## src/hw/rtl/nv12_rotate_address_generator_macros.svh

```systemverilog
// Assertion macros shared by the NV12 rotation address generator RTL.
// Depends on nothing; included by the files that carry assertions.
`ifndef NV12_ROTATE_ADDRESS_GENERATOR_MACROS_SVH
`define NV12_ROTATE_ADDRESS_GENERATOR_MACROS_SVH

// Same-cycle implication, off while reset is asserted.
`define NV12R_ASSERT_IMP(label, clk, rst_n, ante, cons) \
  label: assert property (@(posedge clk) disable iff (!rst_n) (ante) |-> (cons)) \
    else $error("nv12 rotate: same-cycle property violated");

// Next-cycle implication, off while reset is asserted.
`define NV12R_ASSERT_NEXT(label, clk, rst_n, ante, cons) \
  label: assert property (@(posedge clk) disable iff (!rst_n) (ante) |=> (cons)) \
    else $error("nv12 rotate: next-cycle property violated");

`endif

```

## src/hw/rtl/nv12r_pkg.sv

```systemverilog
// Shared widths, limits, register indexes and stage types for the NV12 rotation
// address generator. Depends on nothing.
package nv12r_pkg;

  localparam int DIM_W  = 13;  // frame dimension registers
  localparam int CNT_W  = 12;  // column and row counters
  localparam int OFS_W  = 25;  // source byte offset
  localparam int CIDX_W = 2;   // configuration register index

  localparam logic [DIM_W-1:0] MAX_WIDTH    = 13'd4096;
  localparam logic [DIM_W-1:0] MAX_HEIGHT   = 13'd4096;
  localparam logic [DIM_W-1:0] RESET_WIDTH  = 13'd1920;
  localparam logic [DIM_W-1:0] RESET_HEIGHT = 13'd1080;

  typedef enum logic [CIDX_W-1:0] {
    CFG_FRAME_WIDTH  = 2'd0,
    CFG_FRAME_HEIGHT = 2'd1,
    CFG_ROTATE_DIR   = 2'd2
  } cfg_idx_e;

  // Offset = scale * width + addend, plus the word's flags.
  typedef struct packed {
    logic [DIM_W-1:0] scale;
    logic [DIM_W-1:0] addend;
    logic             plane;
    logic             last;
  } nv12r_term_t;

  // Clear bit 0, then clamp to 2..maxv.
  function automatic logic [DIM_W-1:0] even_clamp(input logic [DIM_W-1:0] v,
                                                  input logic [DIM_W-1:0] maxv);
    logic [DIM_W-1:0] ev;
    ev = {v[DIM_W-1:1], 1'b0};
    if (ev < 13'd2) begin
      ev = 13'd2;
    end
    if (ev > maxv) begin
      ev = maxv;
    end
    return ev;
  endfunction

endpackage

```

## src/hw/rtl/nv12r_walker.sv

```systemverilog
// Frame walk counters and the first pipeline stage of the NV12 rotation
// address generator. Depends on nv12r_pkg and the assertion macro header.
`include "nv12_rotate_address_generator_macros.svh"

module nv12r_walker
  import nv12r_pkg::*;
(
  input  logic             clk_i,
  input  logic             rst_ni,
  input  logic [DIM_W-1:0] width_i,
  input  logic [DIM_W-1:0] height_i,
  input  logic             rotate_dir_i,
  input  logic             in_valid_i,
  output logic             in_ready_o,
  input  logic             restart_i,
  output logic             s1_valid_o,
  input  logic             s1_ready_i,
  output nv12r_term_t      s1_term_o
);

  logic [CNT_W-1:0] col_q, col_d, row_q, row_d;
  logic             phase_q, phase_d, pair_q, pair_d;
  logic             s1_valid_q, s1_valid_d;
  nv12r_term_t      term_q, term_d;

  logic             accept;
  logic             wipe;
  logic [DIM_W-1:0] hc, rows;
  logic [CNT_W-1:0] ei, ej;
  logic             eph, eps;
  logic [DIM_W-1:0] i13, j13, i1, i2, j1;

  assign in_ready_o = !s1_valid_q || s1_ready_i;
  assign accept     = in_valid_i && in_ready_o;
  assign hc         = {1'b0, height_i[DIM_W-1:1]};
  assign rows       = phase_q ? hc : height_i;

  // Restart, or a position outside the current geometry, starts a new frame.
  assign wipe = restart_i || ({1'b0, col_q} >= width_i) || ({1'b0, row_q} >= rows);
  assign ei   = wipe ? '0 : col_q;
  assign ej   = wipe ? '0 : row_q;
  assign eph  = wipe ? 1'b0 : phase_q;
  assign eps  = wipe ? 1'b0 : pair_q;

  assign i13 = {1'b0, ei};
  assign j13 = {1'b0, ej};
  assign i1  = i13 + 13'd1;
  assign i2  = i13 + 13'd2;
  assign j1  = j13 + 13'd1;

  always_comb begin
    col_d   = ei;
    row_d   = ej;
    phase_d = eph;
    pair_d  = eps;
    if (!eph) begin
      if (j1 >= height_i) begin
        row_d = '0;
        col_d = i1[CNT_W-1:0];
        if (i1 >= width_i) begin
          col_d   = '0;
          phase_d = 1'b1;
          pair_d  = 1'b0;
        end
      end else begin
        row_d = j1[CNT_W-1:0];
      end
    end else if (!eps) begin
      pair_d = 1'b1;
    end else begin
      pair_d = 1'b0;
      if (j1 >= hc) begin
        row_d = '0;
        col_d = i2[CNT_W-1:0];
        if (i2 >= width_i) begin
          col_d   = '0;
          phase_d = 1'b0;
        end
      end else begin
        row_d = j1[CNT_W-1:0];
      end
    end
  end

  always_comb begin
    term_d.plane = eph;
    term_d.last  = eph && eps && (i2 == width_i) && (j1 == hc);
    if (!eph) begin
      term_d.scale  = rotate_dir_i ? j13 : (height_i - 13'd1 - j13);
      term_d.addend = rotate_dir_i ? (width_i - 13'd1 - i13) : i13;
    end else begin
      term_d.scale  = rotate_dir_i ? (height_i + j13) : (height_i + hc - 13'd1 - j13);
      term_d.addend = (rotate_dir_i ? (width_i - 13'd2 - i13) : i13) + {12'd0, eps};
    end
  end

  assign s1_valid_d = accept || (s1_valid_q && !s1_ready_i);

  always_ff @(posedge clk_i or negedge rst_ni) begin
    if (!rst_ni) begin
      col_q      <= '0;
      row_q      <= '0;
      phase_q    <= 1'b0;
      pair_q     <= 1'b0;
      s1_valid_q <= 1'b0;
    end else begin
      s1_valid_q <= s1_valid_d;
      if (accept) begin
        col_q   <= col_d;
        row_q   <= row_d;
        phase_q <= phase_d;
        pair_q  <= pair_d;
      end
    end
  end

  always_ff @(posedge clk_i) begin
    if (accept) begin
      term_q <= term_d;
    end
  end

  assign s1_valid_o = s1_valid_q;
  assign s1_term_o  = term_q;

  `NV12R_ASSERT_IMP(a_pair_only_chroma, clk_i, rst_ni, !phase_q, !pair_q)
  `NV12R_ASSERT_NEXT(a_last_wraps, clk_i, rst_ni, accept && term_d.last,
                     col_q == '0 && row_q == '0 && !phase_q && !pair_q)
  `NV12R_ASSERT_NEXT(a_accept_fills, clk_i, rst_ni, accept, s1_valid_q)

endmodule

```

## src/hw/rtl/nv12r_offset.sv

```systemverilog
// Offset multiply-add and the result register of the NV12 rotation address
// generator. Depends on nv12r_pkg and the assertion macro header.
`include "nv12_rotate_address_generator_macros.svh"

module nv12r_offset
  import nv12r_pkg::*;
(
  input  logic             clk_i,
  input  logic             rst_ni,
  input  logic [DIM_W-1:0] width_i,
  input  logic             s1_valid_i,
  output logic             s1_ready_o,
  input  nv12r_term_t      s1_term_i,
  output logic             out_valid_o,
  input  logic             out_ready_i,
  output logic [OFS_W-1:0] src_offset_o,
  output logic             plane_o,
  output logic             frame_last_o
);

  logic                 out_valid_q;
  logic                 take;
  logic [2*DIM_W-1:0]   product;
  logic [2*DIM_W-1:0]   sum;
  logic [OFS_W-1:0]     offset_q;
  logic                 plane_q, last_q;

  assign s1_ready_o = !out_valid_q || out_ready_i;
  assign take       = s1_valid_i && s1_ready_o;
  assign product    = s1_term_i.scale * width_i;
  assign sum        = product + {{DIM_W{1'b0}}, s1_term_i.addend};

  always_ff @(posedge clk_i or negedge rst_ni) begin
    if (!rst_ni) begin
      out_valid_q <= 1'b0;
    end else begin
      out_valid_q <= take || (out_valid_q && !out_ready_i);
    end
  end

  always_ff @(posedge clk_i) begin
    if (take) begin
      offset_q <= sum[OFS_W-1:0];
      plane_q  <= s1_term_i.plane;
      last_q   <= s1_term_i.last;
    end
  end

  assign out_valid_o  = out_valid_q;
  assign src_offset_o = offset_q;
  assign plane_o      = plane_q;
  assign frame_last_o = last_q;

  `NV12R_ASSERT_IMP(a_last_is_chroma, clk_i, rst_ni, out_valid_q && last_q, plane_q)

endmodule

```

## src/hw/rtl/nv12_rotate_address_generator.sv

```systemverilog
// Top level of the NV12 rotation address generator: configuration registers,
// frame walker stage and offset stage. Depends on nv12r_pkg, nv12r_walker, nv12r_offset.
//
//  channel  | direction | handshake              | payload
//  ---------+-----------+------------------------+------------------------------------
//  in       | to block  | in_valid_i/in_ready_o  | restart_i
//  out      | from block| out_valid_o/out_ready_i| src_offset_o, plane_o, frame_last_o
//  cfg      | to block  | cfg_we_i (no wait)     | cfg_index_i, cfg_data_i
//
// One word per clock sustained while out_ready_i stays high. An accepted word is held in the
// walker stage register, then loaded into the result register and presented from there.
// Reset clears the walk counters, so the first word after reset is the first byte of a frame.
// Ready runs back through both stages: a stall on the output holds every stage in place,
// and new words keep flowing into any stage that has emptied.
// Configuration writes are taken without wait; width and height are stored even and clamped.

module nv12_rotate_address_generator
  import nv12r_pkg::*;
(
  input  logic              clk_i,
  input  logic              rst_ni,
  input  logic              cfg_we_i,
  input  logic [CIDX_W-1:0] cfg_index_i,
  input  logic [DIM_W-1:0]  cfg_data_i,
  input  logic              in_valid_i,
  output logic              in_ready_o,
  input  logic              restart_i,
  output logic              out_valid_o,
  input  logic              out_ready_i,
  output logic [OFS_W-1:0]  src_offset_o,
  output logic              plane_o,
  output logic              frame_last_o
);

  logic [DIM_W-1:0] width_q, height_q;
  logic             dir_q;
  logic             s1_valid, s1_ready;
  nv12r_term_t      s1_term;

  // Hold geometry already even and clamped; indexes past the list are dropped.
  always_ff @(posedge clk_i or negedge rst_ni) begin
    if (!rst_ni) begin
      width_q  <= RESET_WIDTH;
      height_q <= RESET_HEIGHT;
      dir_q    <= 1'b0;
    end else if (cfg_we_i) begin
      case (cfg_idx_e'(cfg_index_i))
        CFG_FRAME_WIDTH:  width_q  <= even_clamp(cfg_data_i, MAX_WIDTH);
        CFG_FRAME_HEIGHT: height_q <= even_clamp(cfg_data_i, MAX_HEIGHT);
        CFG_ROTATE_DIR:   dir_q    <= cfg_data_i[0];
        default: ;
      endcase
    end
  end

  // Advance the frame walk and form the multiply-add terms.
  nv12r_walker u_walker (
    .clk_i        (clk_i),
    .rst_ni       (rst_ni),
    .width_i      (width_q),
    .height_i     (height_q),
    .rotate_dir_i (dir_q),
    .in_valid_i   (in_valid_i),
    .in_ready_o   (in_ready_o),
    .restart_i    (restart_i),
    .s1_valid_o   (s1_valid),
    .s1_ready_i   (s1_ready),
    .s1_term_o    (s1_term)
  );

  // Scale by the width, add the column term and register the word.
  nv12r_offset u_offset (
    .clk_i        (clk_i),
    .rst_ni       (rst_ni),
    .width_i      (width_q),
    .s1_valid_i   (s1_valid),
    .s1_ready_o   (s1_ready),
    .s1_term_i    (s1_term),
    .out_valid_o  (out_valid_o),
    .out_ready_i  (out_ready_i),
    .src_offset_o (src_offset_o),
    .plane_o      (plane_o),
    .frame_last_o (frame_last_o)
  );

endmodule
```

## config.mk

```make
export PLATFORM = sky130hd
export DESIGN_NAME = nv12_rotate_address_generator
export DESIGN_NICKNAME = d
export VERILOG_FILES = /design/src/hw/rtl/nv12r_pkg.sv /design/src/hw/rtl/nv12r_walker.sv /design/src/hw/rtl/nv12r_offset.sv /design/src/hw/rtl/nv12_rotate_address_generator.sv
export VERILOG_INCLUDE_DIRS = /design/src /design/src/hw/rtl
export SDC_FILE = /design/constraint.sdc
export NUM_CORES = 1
export LEC_CHECK = 0
export BUFFER_PORTS_ARGS = -buffer_cell sky130_fd_sc_hd__buf_2
export CORE_AREA = 2 2 175 177
export DETAILED_ROUTE_END_ITERATION = 7
export DIE_AREA = 0 0 177 179
export GPL_ROUTABILITY_DRIVEN = 1
export HOLD_SLACK_MARGIN = 0.03
export PLACE_DENSITY = 0.82
export SLEW_MARGIN = 25
export SYNTH_ARGS = -nofsm -noshare
export SYNTH_HDL_FRONTEND = slang
export SYNTH_SLANG_ARGS = --single-unit
```

## constraint.sdc

```tcl
create_clock -name clk_i -period 6.32 [get_ports clk_i]
set_clock_uncertainty 0.15 [all_clocks]
set_input_delay 0.948 -clock clk_i [delete_from_list [all_inputs] [get_ports clk_i]]
set_output_delay 0.948 -clock clk_i [all_outputs]
set_load 0.05 [all_outputs]
```

==> summary by stage, run 1 <==
Run status
The run finished with clean final reports.

STA
For the final routed database, the setup TNS stands at 0 ns. The count of final hold-check violations was 0. The final period demand of the worst path is around 6.2 ns.

Headroom to the max-slew limit came out at 0.480. Setup violations remaining at the end of the flow were counted as 0. The share of the cycle needed by the critical path after routing is 0.981. The number of max-slew violations in the final report was 0. Across all setup checks in the final design, the least slack found is 0.120 ns. Derived from the worst setup path, the maximum achievable clock frequency is 0.161 GHz.

Hold is met by 0.275 ns. For the pin with the worst max-slew slack, the measured transition is between 0.7 and 0.8 ns.

Yosys
After synthesis, the most frequently instantiated cells are 280 x sky130_fd_sc_hd__inv_1, 233 x sky130_fd_sc_hd__ha_1, 220 x sky130_fd_sc_hd__nand2_1. The dominant combinational cell family by area after synthesis is adder cells. The xor and xnor fraction of the mapped netlist area is 0.0541. Of the post-synthesis cell area, the dominant cell type holds 0.180. The synthesized flop and latch total is 108. The simple-gate share of the synthesized area is 0.166. In the post-synthesis netlist, the cell with the most instances is sky130_fd_sc_hd__inv_1.

Synthesis produced a netlist with a net count of 2,251. The mapped netlist covers between 15,000 and 20,000 sq um. The compound-gate portion of the synthesized area is 0.152.

During synthesis, Yosys emitted a total of 0 warnings. Synthesis handed over a netlist of between 1,500 and 2,000 instances. Sorting the synthesized cells by area gives the leading types as sky130_fd_sc_hd__ha_1 18%, sky130_fd_sc_hd__fa_1 16%, sky130_fd_sc_hd__edfxtp_1 10%.

The distinct cell type count after synthesis is 94. Dividing the synthesized area by the synthesized cell count gives 8.68 sq um. The primary flip-flop cell chosen by synthesis mapping is sky130_fd_sc_hd__edfxtp_1.

The number of synthesized flops with an enable pin is between 50 and 60. The biggest area contributor in the post-synthesis netlist is sky130_fd_sc_hd__ha_1. The sequential element share of the synthesized area is 0.185.

The post-synthesis share of cell area spent on full adders, half adders and majority gates is 0.345. The proportion of synthesized flip-flops having asynchronous set or reset is 0.491. The post-synthesis mux area share is 0.0149.

Finish
The final non-filler cell area is 18,000 sq um. For this run, the post-layout net count is 2,361. The number of antenna diodes in the final layout is 0. Measured on the finished design, the core utilization comes to 0.600. The layout-stage area growth over the synthesis result is 11.3%. The share of cells above drive strength 1 is 0.132. The finished layout holds 2,375 standard cells, fillers aside.

GRT
In the global route stage, overall resource usage came out at 0.292. The global-route wire length before repair is 72,700 microns. The number of global-route vias before repair was 14,500. The initial antenna violation count is 0. Summed over all layers, the global routing overflow is 0. The largest net degree at the start of global routing is 54.

Drt
The count of antenna-violating nets left after detailed routing is 0. The routed layout has 14,000 vias. Dividing the detail-routed wire length by the instance count gives 19.3 microns. After the first detailed-routing iteration, the DRC count stood at 982.

For this run, design rule violations remaining after detail routing come to 0. The final wirelength is 45,800 microns. The number of vias per cell after detailed routing is 5.89.

Before antenna repair, the detailed router went through 6 iterations.

Pwr
In this run the power density over the cells is 398 nW/um^2. The maximum ir drop on the vdd rail is 0.389 mV. Power comes to between 7 and 8 mW. The analysis attributes to cell leakage a power of 8.74 nW.

Clock network
The CTS root buffer is sky130_fd_sc_hd__clkbuf_16. The number of clock buffers added by TritonCTS is 9. The maximum number of buffers from clock root to sink is 2.

The total clock sinks is 108. The H-tree depth is 3. TritonCTS built the clock tree.

The insertion delay to the later sink of the worst-skew pair is between 0.3 and 0.4 ns. The quantity of hold-fixing buffers added after cts is 0. After clock tree synthesis, the clock-pin slew on the worst setup and hold paths is 0.09 ns.

Die
The die is between 150 and 200 microns tall. The initial cell density of the core is 0.539. The row count is 64.

The total area inside the core boundary comes to 30,000 sq um. The die width is 177 microns. 50 I/O pins were placed. The die covers approximately 32,000 sq um.

Min path
The path with the worst hold slack has its endpoint at u_offset.plane_o. The number of instances on the worst hold path is 0. In this run the most critical hold path is launched from u_walker.s1_term_o[1]. The path type of the worst min-delay path is reg2reg.

Setup path
The worst register-to-register path has a setup slack of ~0.12 ns. Tracing the worst setup path back leads to its startpoint at width_q[9]. By startpoint and endpoint, the worst setup path is classified as reg2reg. Counting cells, the worst reg-to-reg path comes to 18.

The worst register-to-register path begins at width_q[9]. Walking the worst path, the cells encountered are buf_4 -> and2_1 -> fa_1 -> fa_1 -> inv_1 -> fa_1 -> inv_1 -> fa_1 -> fa_1 -> ha_1 -> ha_4 -> or3_1 -> o21ai_2 -> o31ai_2 -> or4_4 -> a41o_1 -> a21oi_2 -> xnor2_1. The highest fanout seen on the critical path is 8. STA classifies the critical path startpoint as a register.

The endpoint of the worst-slack reg-to-reg timing path is u_offset.src_offset_o[24]. On the worst path, the slowest cell contributes a delay of a little over 0.6 ns. For the worst setup path, the data arrival time is 6.18 ns. The cell with the largest stage delay on the worst path is sky130_fd_sc_hd__dfstp_2. The data required time of the critical path is 6.30 ns. By instance count, the cell type seen most on the critical path is sky130_fd_sc_hd__fa_1. STA classifies the critical path endpoint as a register.

Place
After detailed placement, the design holds a cell count of 2,335. Buffers placed on the I/O ports in this run total 49. The global placer's final weighted congestion is 0.964. The sum of net half-perimeters after detailed placement is 36,100 microns.

Prior to clock tree synthesis, the placed netlist has a worst setup slack of -0.00145 ns. After detailed placement, the total cell area comes to 17,400 sq um.

Run
The count of maximum capacitance violations is 0.
## report_power, final
| part | internal (mW) | switching, mW | total (mW) |
|---|---|---|---|
| Sequential | 1.06 | 0.130 | 1.19 |
| Clock | 0.281 | 0.340 | 0.621 |
| Combinational | 2.28 | 3.08 | 5.35 |
## area by class of cell
type / count / area (sq um)
fill: 2590 / 12000
multi-input combinational: 1403 / 12000
sequential: 108 / 2990
timing repair buffer: 169 / 1190
inverter: 283 / 1060
tap: 396 / 495
clock buffer: 9 / 225
clock inverter: 7 / 65.1
## routing by layer
layer,vias up,share of wire,GRT usage
met2,585,0.49,0.514
met5,-,0,0
li1,6522,-,-
met3,132,0.070,0.0388
met1,6750,0.40,0.359
met4,0,0.037,0.124
## worst max-delay path by stage
stage / to / depth (start not counted)
2_1_floorplan: u_offset.src_offset_o[24] / 19
3_3_place_gp: u_offset.src_offset_o[24] / 21
3_5_place_dp: u_offset.src_offset_o[24] / 17
4_1_cts: u_offset.src_offset_o[24] / 20
5_1_grt: u_offset.src_offset_o[24] / 18
6_report: u_offset.src_offset_o[24] / 18
## worst max-delay path: cells and delay by family (launching register included)
family / cells / cell delay (ns)
buffers and inverters: 3 / 0.32
AOI/OAI and AO/OA: 4 / 0.62
DFF: 1 / 0.62
and+or+nand+nor: 3 / 1.05
xor gates and xnor gates: 1 / 0.08
adders and majority gates: 7 / 3.10
## timing repair
item                                    in CTS  in global routing
buffers inserted                             3                 21
pin swaps                                    0                 15
gates cloned                                 0                  0
endpoints found under the setup margin       1                 29
resized for setup                            1                 37
## cell families (layout without fill, tap and decap cells)
family	Yosys count	count (layout)
fa+ha+maj	366	366
compound gates	360	360
mux	21	21
xor+xnor	100	100
simple gates	556	556
buf+inv	353	468
flops	108	108
## sequential cells by signal (all words and copies together), names as in the netlist
signal,cells
u_walker.row_q,12
u_walker.s1_valid_o,1
u_offset.plane_o,1
dir_q,1
u_walker.phase_q,1
u_offset.out_valid_o,1
width_q,12
u_walker.col_q,12
u_walker.s1_term_o,28
u_walker.pair_q,1
u_offset.src_offset_o,25
height_q,12
u_offset.frame_last_o,1
## cell usage in the layout (no fill, tap or decap), types with 15 or more instances in the layout
cell type,netlist,final
sky130_fd_sc_hd__buf_2,7,49
sky130_fd_sc_hd__nand2b_1,25,25
sky130_fd_sc_hd__nor2_1,87,84
sky130_fd_sc_hd__o21a_1,17,17
sky130_fd_sc_hd__a21oi_1,76,75
sky130_fd_sc_hd__nand2_1,220,219
sky130_fd_sc_hd__ha_1,233,227
sky130_fd_sc_hd__nand3_1,35,35
sky130_fd_sc_hd__buf_4,2,114
sky130_fd_sc_hd__a211oi_1,22,21
sky130_fd_sc_hd__and2_1,52,51
sky130_fd_sc_hd__o21ai_0,92,89
sky130_fd_sc_hd__xor2_1,21,21
sky130_fd_sc_hd__and3_1,20,18
sky130_fd_sc_hd__fa_1,133,133
sky130_fd_sc_hd__xnor2_1,79,79
sky130_fd_sc_hd__nor3_1,39,36
sky130_fd_sc_hd__dfrtp_1,45,40
sky130_fd_sc_hd__nand4_1,15,15
sky130_fd_sc_hd__edfxtp_1,55,55
sky130_fd_sc_hd__a21o_1,23,23
sky130_fd_sc_hd__inv_1,280,279
Note: power is estimated with default switching activity, not from simulation.
==> run 2: changes to the inputs <==
--- a/config.mk
+++ b/config.mk
@@ -12,7 +12,7 @@
 export DIE_AREA = 0 0 177 179
 export GPL_ROUTABILITY_DRIVEN = 1
 export HOLD_SLACK_MARGIN = 0.03
-export PLACE_DENSITY = 0.82
+export PLACE_DENSITY = 0.79
 export SLEW_MARGIN = 25
 export SYNTH_ARGS = -nofsm -noshare
 export SYNTH_HDL_FRONTEND = slang
==> constraint.sdc (replaced) <==
create_clock -name clk_i -period 7.8 [get_ports clk_i]
set_clock_uncertainty 0.15 [all_clocks]
set_input_delay 1.17 -clock clk_i [delete_from_list [all_inputs] [get_ports clk_i]]
set_output_delay 1.17 -clock clk_i [all_outputs]
set_load 0.05 [all_outputs]
==> summary by stage, run 2 (synthesis gave the netlist of run 1 again) <==
Run status
The flow ran to the end, and the final reports show no timing, DRC or antenna violations.

Clock network
In this run, CTS created clock tree buffers numbering 9. The number of instances resized during post-cts repair is 0. The total clock sinks is ~110. The clock passes through at most 2 buffers.

After clock tree synthesis, the clock-pin slew on the worst setup and hold paths is 0.09 ns. The quantity of hold-fixing buffers added after cts is 0. At the later pin of the worst-skew pair, clock insertion delay measures slightly below 0.4 ns.

The H-tree was split into 3 levels. The CTS root buffer is sky130_fd_sc_hd__clkbuf_16. The post-CTS repair timing setup buffer count is 0.

TritonCTS built the clock tree.

Drt
The final routed wire length divided by cell count is around 19 microns. The total DRC errors in the routed layout is 0. Before antenna repair, the detailed router went through 5 iterations. Once detail routing completed, the nets flagged for antenna violations numbered 0.

After detailed routing, the total wire length is 43,900 microns. The detailed router finished its first iteration with 981 violations. The total number of vias is 13,500. Dividing the detail-routed via count by the number of cells gives 5.95.

Place
The total placed instance area is 16,800 sq um. The sum of net half-perimeters after detailed placement is approximately 35,000 microns. Counting tap cells, the placed design contains a total of about 2,300 instances. Timing analysis after detailed placement gives a worst setup slack of between 1 and 1.5 ns.

The port buffer count is 49. Routability-driven placement finished with a final weighted congestion of slightly below 1.

Die
The boundary pin count is 50. The die height is 179 microns. The initial utilization of the core area, before any placement, comes to 0.539. The row count is 64. The die width is 177 microns.

The die outline area is about 32,000 sq um. After floorplanning, the core was sized to cover 30,000 sq um.

Setup path
The critical path crosses 26 cells after its start point. The largest individual stage delay along the critical path comes from the cell sky130_fd_sc_hd__dfrtp_1. The depth of the worst register-to-register path is 26.

The data arrival at the endpoint of the critical path is 7.13 ns. STA classifies the critical path endpoint as a register. STA puts the critical path data required time at 7.94 ns. Along the worst path, the maximum fanout reaches 19. For this run, the slowest stage of the critical path takes 0.90 ns. The critical path contains buffers and inverters numbering 2 combined. The kind of cell with the highest combined delay along the critical path is compound AO/OA/AOI/OAI gates. The kind of critical path is reg2reg. The critical path startpoint category is a register.

Pwr
The maximum ir drop on the vdd rail is 0.212 mV. In this run the power density over the cells is about 300 nW/um^2. The total design power is 5.17 mW. The static power due to leakage is a little over 8 nW.

Finish
Leaving out fill and tap cells, the most frequent cell in the layout is sky130_fd_sc_hd__inv_1. The final non-filler cell total is 2,273. The library cells used most frequently in the layout, excluding fill and tap cells, are 280 x sky130_fd_sc_hd__inv_1, 233 x sky130_fd_sc_hd__ha_1, 220 x sky130_fd_sc_hd__nand2_1, 133 x sky130_fd_sc_hd__fa_1, 92 x sky130_fd_sc_hd__o21ai_0.

For this run, the post-layout net count is 2,259. The utilization of the core after routing is 0.569. Of the cells placed in the final design, the portion with a size suffix greater than 1 is 0.0714. The register with the most flip-flops in the layout has 28 of them. The layout-stage area growth over the synthesis result is 5.53%. The final non-filler cell area is approximately 17,000 sq um. The number of filler instances in the final layout is 2,692. The total inserted antenna cells is 0.

STA
The final period demand of the worst path is approximately 7 ns. For the final routed database, the setup TNS stands at 0 ns. Headroom to the max-slew limit came out at 0.441.

The post-layout worst setup margin is about 0.81 ns. The count of final hold-check violations is 0. The number of endpoints failing setup at the final stage is 0. The slew at the pin closest to its max-slew limit is around 0.84 ns. The worst slack on hold paths is 0.275 ns.

The number of max-slew violations in the final report is 0. For this run, the top clock speed supported by timing is 0.143 GHz. Setup repair after global routing left no endpoint under its margin.

The share of the cycle needed by the critical path after routing is 0.896.

GRT
The residual overflow from global routing is 0. The global-route wire length before repair is 70,700 microns. The initial antenna violation count is 0. The number of global-route vias before repair is 13,500. For this run, the total global-route usage over all layers was measured as 0.287. Entering global routing, the biggest net connects between 60 and 70 pins.

Min path
The number of instances on the worst hold path is 0. The path type of the worst min-delay path is reg2reg.

Run
The count of maximum capacitance violations is 0.
==> run 2: changes by cell type in the layout (fill, tap and decap cells not counted), sizes merged <==
cell      previous run  this run
inv                287       286
clkinv               3         2
clkinvlp             0         1
buf                169        67
clkbuf               9        10
==> run 2: worst register-to-register path, delay by kind of cell (launching register included) <==
family,cells,cell delay [ns]
AND/OR/NAND/NOR,11,2.01
AO/OA/AOI/OAI,8,2.21
buffers and inverters,2,0.42
flip-flops,1,0.90
adder cells (fa/ha/maj),3,0.78
multiplexers,1,0.28
XOR/XNOR,1,0.16
==> run 2: routing by layer <==
metal / global-route usage / vias to the layer above / share of wire
met5: 0 / - / 0
met4: 0.105 / 0 / 0.029
met3: 0.0411 / 89 / 0.074
met2: 0.475 / 569 / 0.47
met1: 0.385 / 6537 / 0.43
li1: - / 6320 / -
==> run 2: worst paths after layout <==
path | startpoint | end | slack, ns
worst max-delay path | u_walker.phase_q | u_walker.row_q[6] | 0.81
worst min-delay path | u_walker.s1_term_o[1] | u_offset.plane_o | 0.27
worst max register to register | u_walker.phase_q | u_walker.row_q[6] | 0.81
worst min register to register | u_walker.s1_term_o[1] | u_offset.plane_o | 0.27
max in group asynchronous | rst_ni | dir_q | 6.16
min in group asynchronous | rst_ni | u_walker.col_q[4] | 0.77
==> run 2: report_power, final <==
| group | leakage, nW | internal [mW] | switching (mW) | total, mW |
|---|---|---|---|---|
| registers | 1.21 | 0.857 | 0.165 | 1.02 |
| logic | 6.87 | 1.50 | 2.15 | 3.65 |
| clock network | 0.144 | 0.234 | 0.265 | 0.499 |
==> run 2: area by class of cell <==
class / count / area (sq um) / share of cell area
tap: 396 / 495 / 0.0290
clock buffer: 10 / 239 / 0.0140
sequential: 108 / 2990 / 0.175
inverter: 283 / 1060 / 0.0622
multi-input combinational: 1403 / 11900 / 0.694
timing repair buffer: 67 / 380 / 0.0223
clock inverter: 6 / 57.6 / 0.00337
